**config.mk**
```make
export PLATFORM = sky130hd
export DESIGN_NAME = motor_velocity_incremental_pi
export DESIGN_NICKNAME = d
export VERILOG_FILES = /design/src/sv/mvpi_pkg.sv /design/src/sv/motor_velocity_incremental_pi.sv /design/src/sv/mvpi_front.sv /design/src/sv/mvpi_accum.sv /design/src/sv/mvpi_drive.sv
export SDC_FILE = /design/constraint.sdc
export NUM_CORES = 2
export LEC_CHECK = 0
export ABC_CLOCK_PERIOD_IN_PS = 25300
export BUFFER_PORTS_ARGS = -buffer_cell sky130_fd_sc_hd__buf_2
export CAP_MARGIN = 20
export CORE_MARGIN = 2
export CORE_UTILIZATION = 32
export DETAILED_ROUTE_END_ITERATION = 6
export HOLD_SLACK_MARGIN = 0.08
export PLACE_DENSITY = 0.55
export SYNTH_ARGS = -nofsm -noshare
export SYNTH_HDL_FRONTEND = slang
export SYNTH_SLANG_ARGS = --single-unit
```
**constraint.sdc**
```tcl
create_clock -name aclk -period 25.3 [get_ports aclk]
set_input_delay 3.795 -clock aclk [delete_from_list [all_inputs] [get_ports aclk]]
set_output_delay 3.795 -clock aclk [all_outputs]
set_load 0.01 [all_outputs]
```
**src/sv/mvpi_pkg.sv**
```systemverilog
`default_nettype none

package mvpi_pkg;

    localparam int SPEED_WIDTH_DEF = 16;
    localparam int ACC_FRAC_DEF    = 8;

    localparam int ACC_WIDTH       = 40;
    localparam int GAIN_WIDTH      = 16;
    localparam int GAIN_FRAC_BITS  = 8;
    localparam int LIMIT_WIDTH     = 15;
    localparam int DRIVE_WIDTH     = 16;
    localparam int CFG_INDEX_WIDTH = 2;
    localparam int CFG_DATA_WIDTH  = 16;
    localparam int DIV_WIDTH       = 2;
    localparam int DELAY_WIDTH     = 3;
    localparam int OUT_TDATA_WIDTH = 40;

    localparam logic [LIMIT_WIDTH-1:0] LIMIT_RESET = 15'd3500;
    localparam logic [DIV_WIDTH-1:0]   DIV_RESET   = 2'd1;
    localparam logic [DIV_WIDTH-1:0]   DIV_TOP     = 2'd2;
    localparam logic [DELAY_WIDTH-1:0] DELAY_END   = 3'd5;

    typedef enum logic [CFG_INDEX_WIDTH-1:0] {
        REG_PROP_GAIN   = 2'd0,
        REG_INTEG_GAIN  = 2'd1,
        REG_DRIVE_LIMIT = 2'd2
    } cfg_index_t;

    typedef struct packed {
        logic valid;
        logic updated;
        logic busy;
    } tick_ctrl_t;

endpackage

`default_nettype wire

```
**src/sv/motor_velocity_incremental_pi.sv**
```systemverilog
// channel   dir  transaction contents (tdata, lowest bit first)
// s_axis    in   encoder_speed, target_speed, delay_request
// m_axis    out  pwm_magnitude, motor_drive, loop_updated, delay_busy
// cfg       in   prop_gain, integ_gain, drive_limit by index, write only
//
// one transaction per cycle in and out unless m_tready holds a result; a tick taken passes
// through the five register stages: input, multiply, product sum, accumulator, result
// reset is synchronous on aresetn low: gains 0, drive limit 3500, pipeline empty
// a result held by m_tready low freezes every stage and drops s_tready in the same cycle
`default_nettype none

module motor_velocity_incremental_pi #(
    parameter int SPEED_WIDTH   = mvpi_pkg::SPEED_WIDTH_DEF,
    parameter int ACC_FRAC_BITS = mvpi_pkg::ACC_FRAC_DEF
) (
    input  wire logic                                       aclk,
    input  wire logic                                       aresetn,

    input  wire logic                                       s_tvalid,
    output logic                                            s_tready,
    // encoder_speed, target_speed, delay_request, zero pad
    input  wire logic [((2*SPEED_WIDTH+8)/8)*8-1:0]         s_tdata,

    output logic                                            m_tvalid,
    input  wire logic                                       m_tready,
    // pwm_magnitude[14:0], motor_drive[30:15], loop_updated[31], delay_busy[32], zero pad
    output logic [mvpi_pkg::OUT_TDATA_WIDTH-1:0]            m_tdata,

    input  wire logic                                       cfg_we,
    input  wire logic [mvpi_pkg::CFG_INDEX_WIDTH-1:0]       cfg_index,
    input  wire logic [mvpi_pkg::CFG_DATA_WIDTH-1:0]        cfg_data
);

    logic [mvpi_pkg::GAIN_WIDTH-1:0]  prop_gain_reg;
    logic [mvpi_pkg::GAIN_WIDTH-1:0]  integ_gain_reg;
    logic [mvpi_pkg::LIMIT_WIDTH-1:0] drive_limit_reg;

    logic                             adv;
    mvpi_pkg::tick_ctrl_t             ctrl1, ctrl3;
    logic signed [SPEED_WIDTH+18:0]   prop_term;
    logic signed [SPEED_WIDTH+17:0]   integ_term;
    logic signed [mvpi_pkg::ACC_WIDTH-1:0] acc;

    logic                             out_valid;
    logic [mvpi_pkg::LIMIT_WIDTH-1:0] pwm_magnitude;
    logic signed [mvpi_pkg::DRIVE_WIDTH-1:0] motor_drive;
    logic                             loop_updated, delay_busy;

    always_ff @(posedge aclk) begin
        if (!aresetn) begin
            prop_gain_reg   <= '0;
            integ_gain_reg  <= '0;
            drive_limit_reg <= mvpi_pkg::LIMIT_RESET;
        end else if (cfg_we) begin
            case (mvpi_pkg::cfg_index_t'(cfg_index))
                mvpi_pkg::REG_PROP_GAIN: begin
                    prop_gain_reg <= cfg_data;
                end
                mvpi_pkg::REG_INTEG_GAIN: begin
                    integ_gain_reg <= cfg_data;
                end
                mvpi_pkg::REG_DRIVE_LIMIT: begin
                    drive_limit_reg <= cfg_data[mvpi_pkg::LIMIT_WIDTH-1:0];
                end
                default: begin
                end
            endcase
        end
    end

    // whole pipeline moves when the result slot is free or being emptied
    assign adv      = !out_valid || m_tready;
    assign s_tready = adv;

    mvpi_front #(
        .SPEED_WIDTH(SPEED_WIDTH)
    ) u_front (
        .aclk          (aclk),
        .aresetn       (aresetn),
        .adv           (adv),
        .in_valid      (s_tvalid),
        .encoder_speed (s_tdata[SPEED_WIDTH-1:0]),
        .target_speed  (s_tdata[2*SPEED_WIDTH-1:SPEED_WIDTH]),
        .delay_request (s_tdata[2*SPEED_WIDTH]),
        .prop_gain     (prop_gain_reg),
        .integ_gain    (integ_gain_reg),
        .ctrl_out      (ctrl1),
        .prop_term     (prop_term),
        .integ_term    (integ_term)
    );

    mvpi_accum #(
        .SPEED_WIDTH   (SPEED_WIDTH),
        .ACC_FRAC_BITS (ACC_FRAC_BITS)
    ) u_accum (
        .aclk       (aclk),
        .aresetn    (aresetn),
        .adv        (adv),
        .ctrl_in    (ctrl1),
        .prop_term  (prop_term),
        .integ_term (integ_term),
        .ctrl_out   (ctrl3),
        .acc        (acc)
    );

    mvpi_drive #(
        .ACC_FRAC_BITS (ACC_FRAC_BITS)
    ) u_drive (
        .aclk          (aclk),
        .aresetn       (aresetn),
        .adv           (adv),
        .ctrl_in       (ctrl3),
        .acc           (acc),
        .drive_limit   (drive_limit_reg),
        .out_valid     (out_valid),
        .pwm_magnitude (pwm_magnitude),
        .motor_drive   (motor_drive),
        .loop_updated  (loop_updated),
        .delay_busy    (delay_busy)
    );

    assign m_tvalid = out_valid;
    assign m_tdata  = {7'd0, delay_busy, loop_updated, motor_drive, pwm_magnitude};

endmodule

`default_nettype wire

```
**src/sv/mvpi_front.sv**
```systemverilog
`default_nettype none

module mvpi_front #(
    parameter int SPEED_WIDTH = mvpi_pkg::SPEED_WIDTH_DEF
) (
    input  wire logic                                   aclk,
    input  wire logic                                   aresetn,
    input  wire logic                                   adv,
    input  wire logic                                   in_valid,
    input  wire logic signed [SPEED_WIDTH-1:0]          encoder_speed,
    input  wire logic signed [SPEED_WIDTH-1:0]          target_speed,
    input  wire logic                                   delay_request,
    input  wire logic [mvpi_pkg::GAIN_WIDTH-1:0]        prop_gain,
    input  wire logic [mvpi_pkg::GAIN_WIDTH-1:0]        integ_gain,
    output mvpi_pkg::tick_ctrl_t                        ctrl_out,
    output logic signed [SPEED_WIDTH+18:0]              prop_term,
    output logic signed [SPEED_WIDTH+17:0]              integ_term
);

    localparam int ERR_W  = SPEED_WIDTH + 1;
    localparam int DIFF_W = SPEED_WIDTH + 2;
    localparam int PROP_W = SPEED_WIDTH + 19;
    localparam int INTEG_W = SPEED_WIDTH + 18;

    // input register
    logic                          in_valid_reg;
    logic signed [SPEED_WIDTH-1:0] enc_reg;
    logic signed [SPEED_WIDTH-1:0] tgt_reg;
    logic                          req_reg;

    // tick state
    logic [mvpi_pkg::DIV_WIDTH-1:0]   div_reg, div_next;
    logic [mvpi_pkg::DELAY_WIDTH-1:0] delay_cnt_reg, delay_cnt_next;
    logic                             delay_act_reg, delay_act_next;
    logic signed [ERR_W-1:0]          prev_err_reg, prev_err_next;

    logic                             upd;
    logic signed [ERR_W-1:0]          err;
    logic signed [DIFF_W-1:0]         diff;
    logic signed [mvpi_pkg::GAIN_WIDTH:0] kp_s, ki_s;

    mvpi_pkg::tick_ctrl_t             ctrl_reg;
    logic signed [PROP_W-1:0]         prop_reg;
    logic signed [INTEG_W-1:0]        integ_reg;

    always_comb begin
        delay_act_next = delay_act_reg | req_reg;
        delay_cnt_next = delay_cnt_reg;
        if (delay_act_next) begin
            delay_cnt_next = delay_cnt_reg + 3'd1;
            if (delay_cnt_next == mvpi_pkg::DELAY_END) begin
                delay_cnt_next = '0;
                delay_act_next = 1'b0;
            end
        end

        upd      = div_reg > mvpi_pkg::DIV_TOP;
        div_next = (upd ? mvpi_pkg::DIV_RESET : div_reg) + 2'd1;

        err  = ERR_W'(enc_reg) - ERR_W'(tgt_reg);
        diff = DIFF_W'(err) - DIFF_W'(prev_err_reg);
        prev_err_next = upd ? err : prev_err_reg;

        kp_s = $signed({1'b0, prop_gain});
        ki_s = $signed({1'b0, integ_gain});
    end

    always_ff @(posedge aclk) begin
        if (!aresetn) begin
            in_valid_reg  <= 1'b0;
            ctrl_reg      <= '0;
            div_reg       <= mvpi_pkg::DIV_RESET;
            delay_cnt_reg <= '0;
            delay_act_reg <= 1'b0;
            prev_err_reg  <= '0;
        end else if (adv) begin
            in_valid_reg     <= in_valid;
            ctrl_reg.valid   <= in_valid_reg;
            ctrl_reg.updated <= upd;
            ctrl_reg.busy    <= delay_act_next;
            if (in_valid_reg) begin
                div_reg       <= div_next;
                delay_cnt_reg <= delay_cnt_next;
                delay_act_reg <= delay_act_next;
                prev_err_reg  <= prev_err_next;
            end
        end
    end

    always_ff @(posedge aclk) begin
        if (adv && in_valid) begin
            enc_reg <= encoder_speed;
            tgt_reg <= target_speed;
            req_reg <= delay_request;
        end
        if (adv) begin
            prop_reg  <= PROP_W'(kp_s) * PROP_W'(diff);
            integ_reg <= INTEG_W'(ki_s) * INTEG_W'(err);
        end
    end

    assign ctrl_out   = ctrl_reg;
    assign prop_term  = prop_reg;
    assign integ_term = integ_reg;

`ifndef SYNTHESIS
    a_div_nonzero: assert property (@(posedge aclk) disable iff (!aresetn)
        div_reg != '0)
        else $error("tick divider reached zero");

    a_delay_count: assert property (@(posedge aclk) disable iff (!aresetn)
        delay_cnt_reg < mvpi_pkg::DELAY_END && (delay_act_reg || delay_cnt_reg == '0))
        else $error("delay count out of step with delay flag");

    a_update_spacing: assert property (@(posedge aclk) disable iff (!aresetn)
        adv && in_valid_reg && upd |=> div_reg == mvpi_pkg::DIV_TOP)
        else $error("divider not restarted after loop update");
`endif

endmodule

`default_nettype wire

```
**src/sv/mvpi_accum.sv**
```systemverilog
`default_nettype none

module mvpi_accum #(
    parameter int SPEED_WIDTH   = mvpi_pkg::SPEED_WIDTH_DEF,
    parameter int ACC_FRAC_BITS = mvpi_pkg::ACC_FRAC_DEF
) (
    input  wire logic                                     aclk,
    input  wire logic                                     aresetn,
    input  wire logic                                     adv,
    input  wire mvpi_pkg::tick_ctrl_t                     ctrl_in,
    input  wire logic signed [SPEED_WIDTH+18:0]           prop_term,
    input  wire logic signed [SPEED_WIDTH+17:0]           integ_term,
    output mvpi_pkg::tick_ctrl_t                          ctrl_out,
    output logic signed [mvpi_pkg::ACC_WIDTH-1:0]         acc
);

    localparam int SUM_W = SPEED_WIDTH + 20;
    localparam int RS_W  = SUM_W + mvpi_pkg::GAIN_FRAC_BITS;
    localparam int UP_SH = (ACC_FRAC_BITS >= mvpi_pkg::GAIN_FRAC_BITS) ?
                           ACC_FRAC_BITS - mvpi_pkg::GAIN_FRAC_BITS : 0;
    localparam int DN_SH = (ACC_FRAC_BITS < mvpi_pkg::GAIN_FRAC_BITS) ?
                           mvpi_pkg::GAIN_FRAC_BITS - ACC_FRAC_BITS : 0;
    localparam int AW    = ((RS_W > mvpi_pkg::ACC_WIDTH) ? RS_W : mvpi_pkg::ACC_WIDTH) + 1;

    localparam logic signed [AW-1:0] ACC_MAX =
        {{(AW - mvpi_pkg::ACC_WIDTH + 1){1'b0}}, {(mvpi_pkg::ACC_WIDTH - 1){1'b1}}};
    localparam logic signed [AW-1:0] ACC_MIN = ~ACC_MAX;

    logic signed [SUM_W-1:0]              sum;
    logic signed [RS_W-1:0]               sum_ext, bias, scaled;
    logic signed [RS_W-1:0]               scaled_reg;
    mvpi_pkg::tick_ctrl_t                 ctrl2_reg, ctrl3_reg;
    logic signed [AW-1:0]                 acc_sum;
    logic signed [mvpi_pkg::ACC_WIDTH-1:0] acc_reg, acc_next;

    // product sum, rescaled to the accumulator's fraction with truncation toward zero
    always_comb begin
        sum     = SUM_W'(prop_term) + SUM_W'(integ_term);
        sum_ext = RS_W'(sum);
        bias    = sum[SUM_W-1] ? RS_W'((1 << DN_SH) - 1) : '0;
        scaled  = ((sum_ext + bias) >>> DN_SH) <<< UP_SH;
    end

    always_comb begin
        acc_sum = AW'(acc_reg) + AW'(scaled_reg);
        if (acc_sum > ACC_MAX) begin
            acc_next = ACC_MAX[mvpi_pkg::ACC_WIDTH-1:0];
        end else if (acc_sum < ACC_MIN) begin
            acc_next = ACC_MIN[mvpi_pkg::ACC_WIDTH-1:0];
        end else begin
            acc_next = acc_sum[mvpi_pkg::ACC_WIDTH-1:0];
        end
    end

    always_ff @(posedge aclk) begin
        if (!aresetn) begin
            ctrl2_reg <= '0;
            ctrl3_reg <= '0;
            acc_reg   <= '0;
        end else if (adv) begin
            ctrl2_reg <= ctrl_in;
            ctrl3_reg <= ctrl2_reg;
            if (ctrl2_reg.valid && ctrl2_reg.updated) begin
                acc_reg <= acc_next;
            end
        end
    end

    always_ff @(posedge aclk) begin
        if (adv) begin
            scaled_reg <= scaled;
        end
    end

    assign ctrl_out = ctrl3_reg;
    assign acc      = acc_reg;

`ifndef SYNTHESIS
    a_acc_hold: assert property (@(posedge aclk) disable iff (!aresetn)
        !(adv && ctrl2_reg.valid && ctrl2_reg.updated) |=> acc_reg == $past(acc_reg))
        else $error("accumulator moved without a loop update");
`endif

endmodule

`default_nettype wire

```
**src/sv/mvpi_drive.sv**
```systemverilog
`default_nettype none

module mvpi_drive #(
    parameter int ACC_FRAC_BITS = mvpi_pkg::ACC_FRAC_DEF
) (
    input  wire logic                                      aclk,
    input  wire logic                                      aresetn,
    input  wire logic                                      adv,
    input  wire mvpi_pkg::tick_ctrl_t                      ctrl_in,
    input  wire logic signed [mvpi_pkg::ACC_WIDTH-1:0]     acc,
    input  wire logic [mvpi_pkg::LIMIT_WIDTH-1:0]          drive_limit,
    output logic                                           out_valid,
    output logic [mvpi_pkg::LIMIT_WIDTH-1:0]               pwm_magnitude,
    output logic signed [mvpi_pkg::DRIVE_WIDTH-1:0]        motor_drive,
    output logic                                           loop_updated,
    output logic                                           delay_busy
);

    localparam int Q_W = mvpi_pkg::ACC_WIDTH - ACC_FRAC_BITS + 1;
    localparam logic [mvpi_pkg::ACC_WIDTH-1:0] FRAC_MASK =
        mvpi_pkg::ACC_WIDTH'(((mvpi_pkg::ACC_WIDTH + 1)'(1) << ACC_FRAC_BITS)
                             - (mvpi_pkg::ACC_WIDTH + 1)'(1));

    logic signed [Q_W-1:0]                   q, pre, lim_pos, lim_neg, clamped;
    logic                                    round_up;
    logic signed [mvpi_pkg::DRIVE_WIDTH-1:0] drive_reg, drive_next, mag;

    logic                                    out_valid_reg;
    logic [mvpi_pkg::LIMIT_WIDTH-1:0]        pwm_reg;
    logic                                    updated_reg, busy_reg;

    always_comb begin
        // shift rounds toward minus infinity, so bump negatives with a fraction left
        round_up = acc[mvpi_pkg::ACC_WIDTH-1] && ((acc & FRAC_MASK) != '0);
        q        = Q_W'(acc >>> ACC_FRAC_BITS) + Q_W'(round_up);
        pre      = ctrl_in.updated ? q : Q_W'(drive_reg);
        lim_pos  = Q_W'($signed({1'b0, drive_limit}));
        lim_neg  = -lim_pos;
        if (pre < lim_neg) begin
            clamped = lim_neg;
        end else if (pre > lim_pos) begin
            clamped = lim_pos;
        end else begin
            clamped = pre;
        end
        drive_next = clamped[mvpi_pkg::DRIVE_WIDTH-1:0];
        mag        = drive_next[mvpi_pkg::DRIVE_WIDTH-1] ? -drive_next : drive_next;
    end

    always_ff @(posedge aclk) begin
        if (!aresetn) begin
            out_valid_reg <= 1'b0;
            drive_reg     <= '0;
        end else if (adv) begin
            out_valid_reg <= ctrl_in.valid;
            if (ctrl_in.valid) begin
                drive_reg <= drive_next;
            end
        end
    end

    always_ff @(posedge aclk) begin
        if (adv && ctrl_in.valid) begin
            pwm_reg     <= mag[mvpi_pkg::LIMIT_WIDTH-1:0];
            updated_reg <= ctrl_in.updated;
            busy_reg    <= ctrl_in.busy;
        end
    end

    assign out_valid     = out_valid_reg;
    assign pwm_magnitude = pwm_reg;
    assign motor_drive   = drive_reg;
    assign loop_updated  = updated_reg;
    assign delay_busy    = busy_reg;

endmodule

`default_nettype wire

```
**Yosys cells after proc, flatten, opt, wreduce, memory -nomap -nowiden**

Index checks and enable logic that the tools add are counted.

- $add $sub $neg: 9
- $mul: 2
- $lt $le $gt $ge: 5
- Eq/ne operators: 3
- Multiplexer cells: 10
- Bitwise logic cells: 1
- Reduce and logical (&&, ||, !) cells: 16

Operator list:

| kind | number |
|---|---|
| two-way mux 40 bit | 2 |
| > comparator 45 x 40 -> 1 bit (second input constant) | 1 |
| less-than comparator 45 x 40 -> 1 bit (second input constant) | 1 |
| adder 40 x 36 -> 41 bit | 1 |
| nonzero test 40 bit | 1 |
| adder 35 x 34 -> 36 bit | 1 |
| multiplier 17 x 18 -> 35 bit | 1 |
| multiplier 17 x 17 -> 34 bit | 1 |
| adder 32 x 2 -> 33 bit | 1 |
| > comparator 33 x 16 -> 1 bit | 1 |
| less-than comparator 33 bit | 1 |
| two-way mux 33 bit | 1 |
| negator 15 -> 33 bit | 1 |
| two-way mux 16 bit | 2 |
| subtractor 17 x 17 -> 18 bit | 1 |
| subtractor 16 x 16 -> 17 bit | 1 |
| two-way mux 15 bit | 1 |
| negator 15 bit | 1 |
| AND reduction 2 bit | 6 |
| AND reduction 3 bit | 2 |
| logical AND 1 bit | 4 |
| adder 3 x 1 -> 3 bit (second input constant) | 1 |
| == test 3 bit (second input constant) | 1 |
| two-way mux 3 bit | 1 |
| other kinds (10) | 11 |

- Flip-flop bits (word level): 292
- Input port bits: 63
- Output and inout bits: 42
- Logic and storage cells: 75

**Longest topological paths before layout**

- Depth in word-level cells: 9
- Depth in mapped cells: 47
- Gate-level depth less buffers: 45

**Cells and area by module**

Synthesis repeated with hierarchy kept, for this count alone.

- Cells, all modules: 4580
- Area, all modules: 41325.9 um2

Modules (own cells, without submodules):

| module | instances | cells an instance | area an instance (um2) | sequential area each (um2) |
|---|---|---|---|---|
| mvpi_front | 1 | 2977 | 27408.8 | 3603.5 |
| mvpi_accum | 1 | 764 | 6996.7 | 2001.9 |
| mvpi_drive | 1 | 644 | 4989.8 | 850.8 |
| motor_velocity_incremental_pi | 1 | 195 | 1930.6 | 940.9 |

**Worst setup path after synthesis**

OpenSTA, ideal clock, no wires.

- Path kind: input to output
- Start: in m_tready
- End: out s_tready
- Arrival time: 7.101 ns
- Setup slack: 14.404 ns
- Stages: 3
- Buffers on the path: 1
- Path through: nor2b_1 -> inv_1 -> buf_1

- Word-level cells in the longest chain between the ends: 1

RTL lines:

| item | RTL line | source |
|---|---|---|
| from (decl) | motor_velocity_incremental_pi.sv:25 | `input wire logic m_tready,` |
| logical OR 1 bit | motor_velocity_incremental_pi.sv:72 | `assign adv = !out_valid \|\| m_tready;` |
| to (decl) | motor_velocity_incremental_pi.sv:20 | `output logic s_tready,` |

No other way between the ends.

**Final worst setup path**

- Start: reg u_front.tgt_reg[0]
- End: reg u_front.prop_reg[33], in the netlist u_front.prop_term[33] (data pin)

- Word-level cells in the longest chain between the ends: 3

RTL lines:

| item | RTL line | source |
|---|---|---|
| from (decl) | mvpi_front.sv:28 | `logic signed [SPEED_WIDTH-1:0] tgt_reg;` |
| from (signal assigned) | mvpi_front.sv:93 | `tgt_reg <= target_speed;` |
| subtractor 16 x 16 -> 17 bit | mvpi_front.sv:60 | `err = ERR_W'(enc_reg) - ERR_W'(tgt_reg);` |
| subtractor 17 x 17 -> 18 bit | mvpi_front.sv:61 | `diff = DIFF_W'(err) - DIFF_W'(prev_err_reg);` |
| multiplier 17 x 18 -> 35 bit | mvpi_front.sv:97 | `prop_reg <= PROP_W'(kp_s) * PROP_W'(diff);` |
| to (signal assigned) | mvpi_front.sv:97 |  |
| to (decl) | mvpi_front.sv:43 | `logic signed [PROP_W-1:0] prop_reg;` |

No other way between the ends.
A chain may end at the register's enable or synchronous reset.

==> reports/results.ini <==
[run_status]
status=finished clean

[detailed_routing]
dr.pass1.iters=5
drt-total-wl_mm=98.8
ant_nets=0
num_vias=29100
viasPerCell=4.89
drt_iter0_markers=1380
routedWlPerCell_um=16.6
drc=0

[synthesis]
ys.warnings.count=0
synthFlopType=edfxtp_1
avgSynthCellArea_um2=8.96
yosysTopAreaCell=fa_1
ys_ff_latch=292
synth-seq-area-share_pct=19.1
synthesis.area_um2=38700
synth_cells=4320
synth_cell_types=93
synth_edf_count=155
synth_area_leaders=fa_1 (26%), ha_1 (12%), edfxtp_1 (12%)
synth_top_area_share_pct=25.8
synth-async-reset-ratio_pct=0

[sta]
worst_pin_slew_ns=1.05
hold_viol_final=0
tns_ns=0
fmax_mhz=87.1
finalCritPeriodShare_pct=45.4
slew_viol_final=0
setup_violations=0
finalCriticalPeriod_ns=11.49
rsz0062_at_grt=false
fin_hold_ws_ns=0.435
max_slew_margin_pct=29.9
finClkSkew_ns=0.0233

[power]
intPower_w=0.00140
combPwrFrac_pct=51.9
net-switching-power_w=0.00106
vdd_drop_max_uv=50.1
switching_share_pct=43.2
power.density_nw_per_um2=58.5
seqPwrFrac_pct=27.4
power.total_w=0.00246
p_leak_nw=19.7
clkPwrFrac_pct=20.8

[global_route]
antenna_found_initial=1
grt_max_degree=99
grt-ovfl-total=0
grt_pass1_wl_mm=161
grt_pass1_vias=29900
track_usage_pct=16.4

[finish]
largest_register_ffs=40
layout.nets=5261
final_common_cell=inv_1
antennaDiodeCount=0
layout-drive-gt1-share_pct=6.17
syn_to_final_growth_pct=8.58
final_cell_mix=inv_1 (724), nand2_1 (566), fa_1 (499), ha_1 (381), a21oi_1 (221)

[critical_path]
r2r-end=u_front.prop_term[33]$_DFFE_PN_
endpoint_kind=register
rrSetupSlack_ns=13.81
cp-start-kind=register
critPathMaxStageDelay_ns=0.85
rr_startpoint=u_front.tgt_reg[0]$_DFFE_PP_
slowest_stage=fa_1
worst-path-max-fanout=18
crit_family=adder cells
worstPathArrival_ns=11.78
path_common_cell=fa_1
crit_required_ns=25.59
path_buf_inv=6
path_class=reg -> reg
rr_worst_depth=40

[cts]
cts_resized=0
clock_path_buffers=3
clock_sinks=292
cts-buffers-inserted=34
clockRootBuffer=clkbuf_16
cts_hold_buf=0
cts_tree=yes
cts_setup_buffers=0
cts_htree_levels=2
clock_latency_ns=0.55
cts.clk_slew.worst_paths_ns=0.06

[min_path]
min_path_type=reg -> reg
worst_hold_path.endpoint=u_drive.delay_busy$_DFFE_PP_
min_from=u_accum.ctrl_out[0]$_SDFFE_PN0N_
hold_path_depth=0

[floorplanning]
ios=105
die_x_um=352
std_cell_rows=127
core_area_um2=120000
fp.dieH_um=352
start_util_pct=32.3
die-area_um2=124000

[placed_design]
globalplace.congestion=0.880
place_hpwl_mm=78.1
port_buffers=90

[run]
cap_violations=0

[cells in the mapped netlist, drive strengths merged (36+ instances only)]
library cell,instances
a21boi,88
a21o,58
a21oi,226
and2,194
clkbuf,165
dfxtp,137
edfxtp,155
fa,499
ha,381
inv,725
maj3,36
nand2,566
nand3,46
nand4,39
nor2,138
nor2b,91
nor3,59
o21ai,133
xnor2,143
xor2,66
[through the flow]
stage	utilization (%)	worst slack, ns	area [um^2]	instances
detailed placement	34.1	13.94	40900	5892
finish	35.0	13.81	42000	5955
floorplan	-	14.40	38700	4326
global placement	34.1	14.03	40900	5892
global route	35.0	12.77	42000	5955
CTS	35.0	13.86	42000	5953
[power groups by stage]
stage / clock network [W] / registers [W] / logic [W]
after floorplan: 0 / 0.000643 / 0.000917
after global placement: 0 / 0.000684 / 0.00126
after detailed placement: 0 / 0.000684 / 0.00127
after CTS: 0.000526 / 0.000674 / 0.00128
after global routing: 0.000545 / 0.000679 / 0.00144
final: 0.000510 / 0.000673 / 0.00127
[layout make-up]
type	instances	area (um^2)
Clock buffer	48	976
Clock inverter	13	153
Fill cell	12400	77900
Inverter	725	2720
Multi-Input combinational cell	3119	27900
Sequential cell	292	7400
Tap cell	1612	2020
Timing Repair Buffer	146	885
[cell families after synthesis]
| group | after synthesis | share of synthesized area, % |
|---|---|---|
| buf+inv | 915 | 9.05 |
| mux | 9 | 0.233 |
| fa+ha+maj | 916 | 39.0 |
| flops | 292 | 19.1 |
| compound gates | 703 | 11.7 |
| xor+xnor | 209 | 4.73 |
| other cells | 1 | 0.00969 |
| simple gates | 1275 | 16.1 |
[routing by layer]
layer | GRT usage [%] | vias up | wire length [um]
met5 | 0 | - | 13
met4 | 4.19 | 2 | 2370
met3 | 2.95 | 139 | 4890
met2 | 28.3 | 476 | 47800
met1 | 20.9 | 14500 | 43700
li1 | - | 14000 | -
[worst max-delay path by stage]
stage / startpoint / slack (ns) / depth (start not counted) / end
after floorplan: m_tready / 14.40 / 3 / s_tready
after global placement: u_front.tgt_reg[0]$_DFFE_PP_ / 14.03 / 40 / u_front.prop_term[33]$_DFFE_PN_
after detailed placement: u_front.tgt_reg[0]$_DFFE_PP_ / 13.94 / 40 / u_front.prop_term[33]$_DFFE_PN_
after CTS: u_front.tgt_reg[0]$_DFFE_PP_ / 13.86 / 40 / u_front.prop_term[33]$_DFFE_PN_
after global routing: u_front.tgt_reg[0]$_DFFE_PP_ / 12.77 / 40 / u_front.prop_term[33]$_DFFE_PN_
final: u_front.tgt_reg[0]$_DFFE_PP_ / 13.81 / 40 / u_front.prop_term[33]$_DFFE_PN_
No activity file was read; power rests on OpenSTA's default activity.
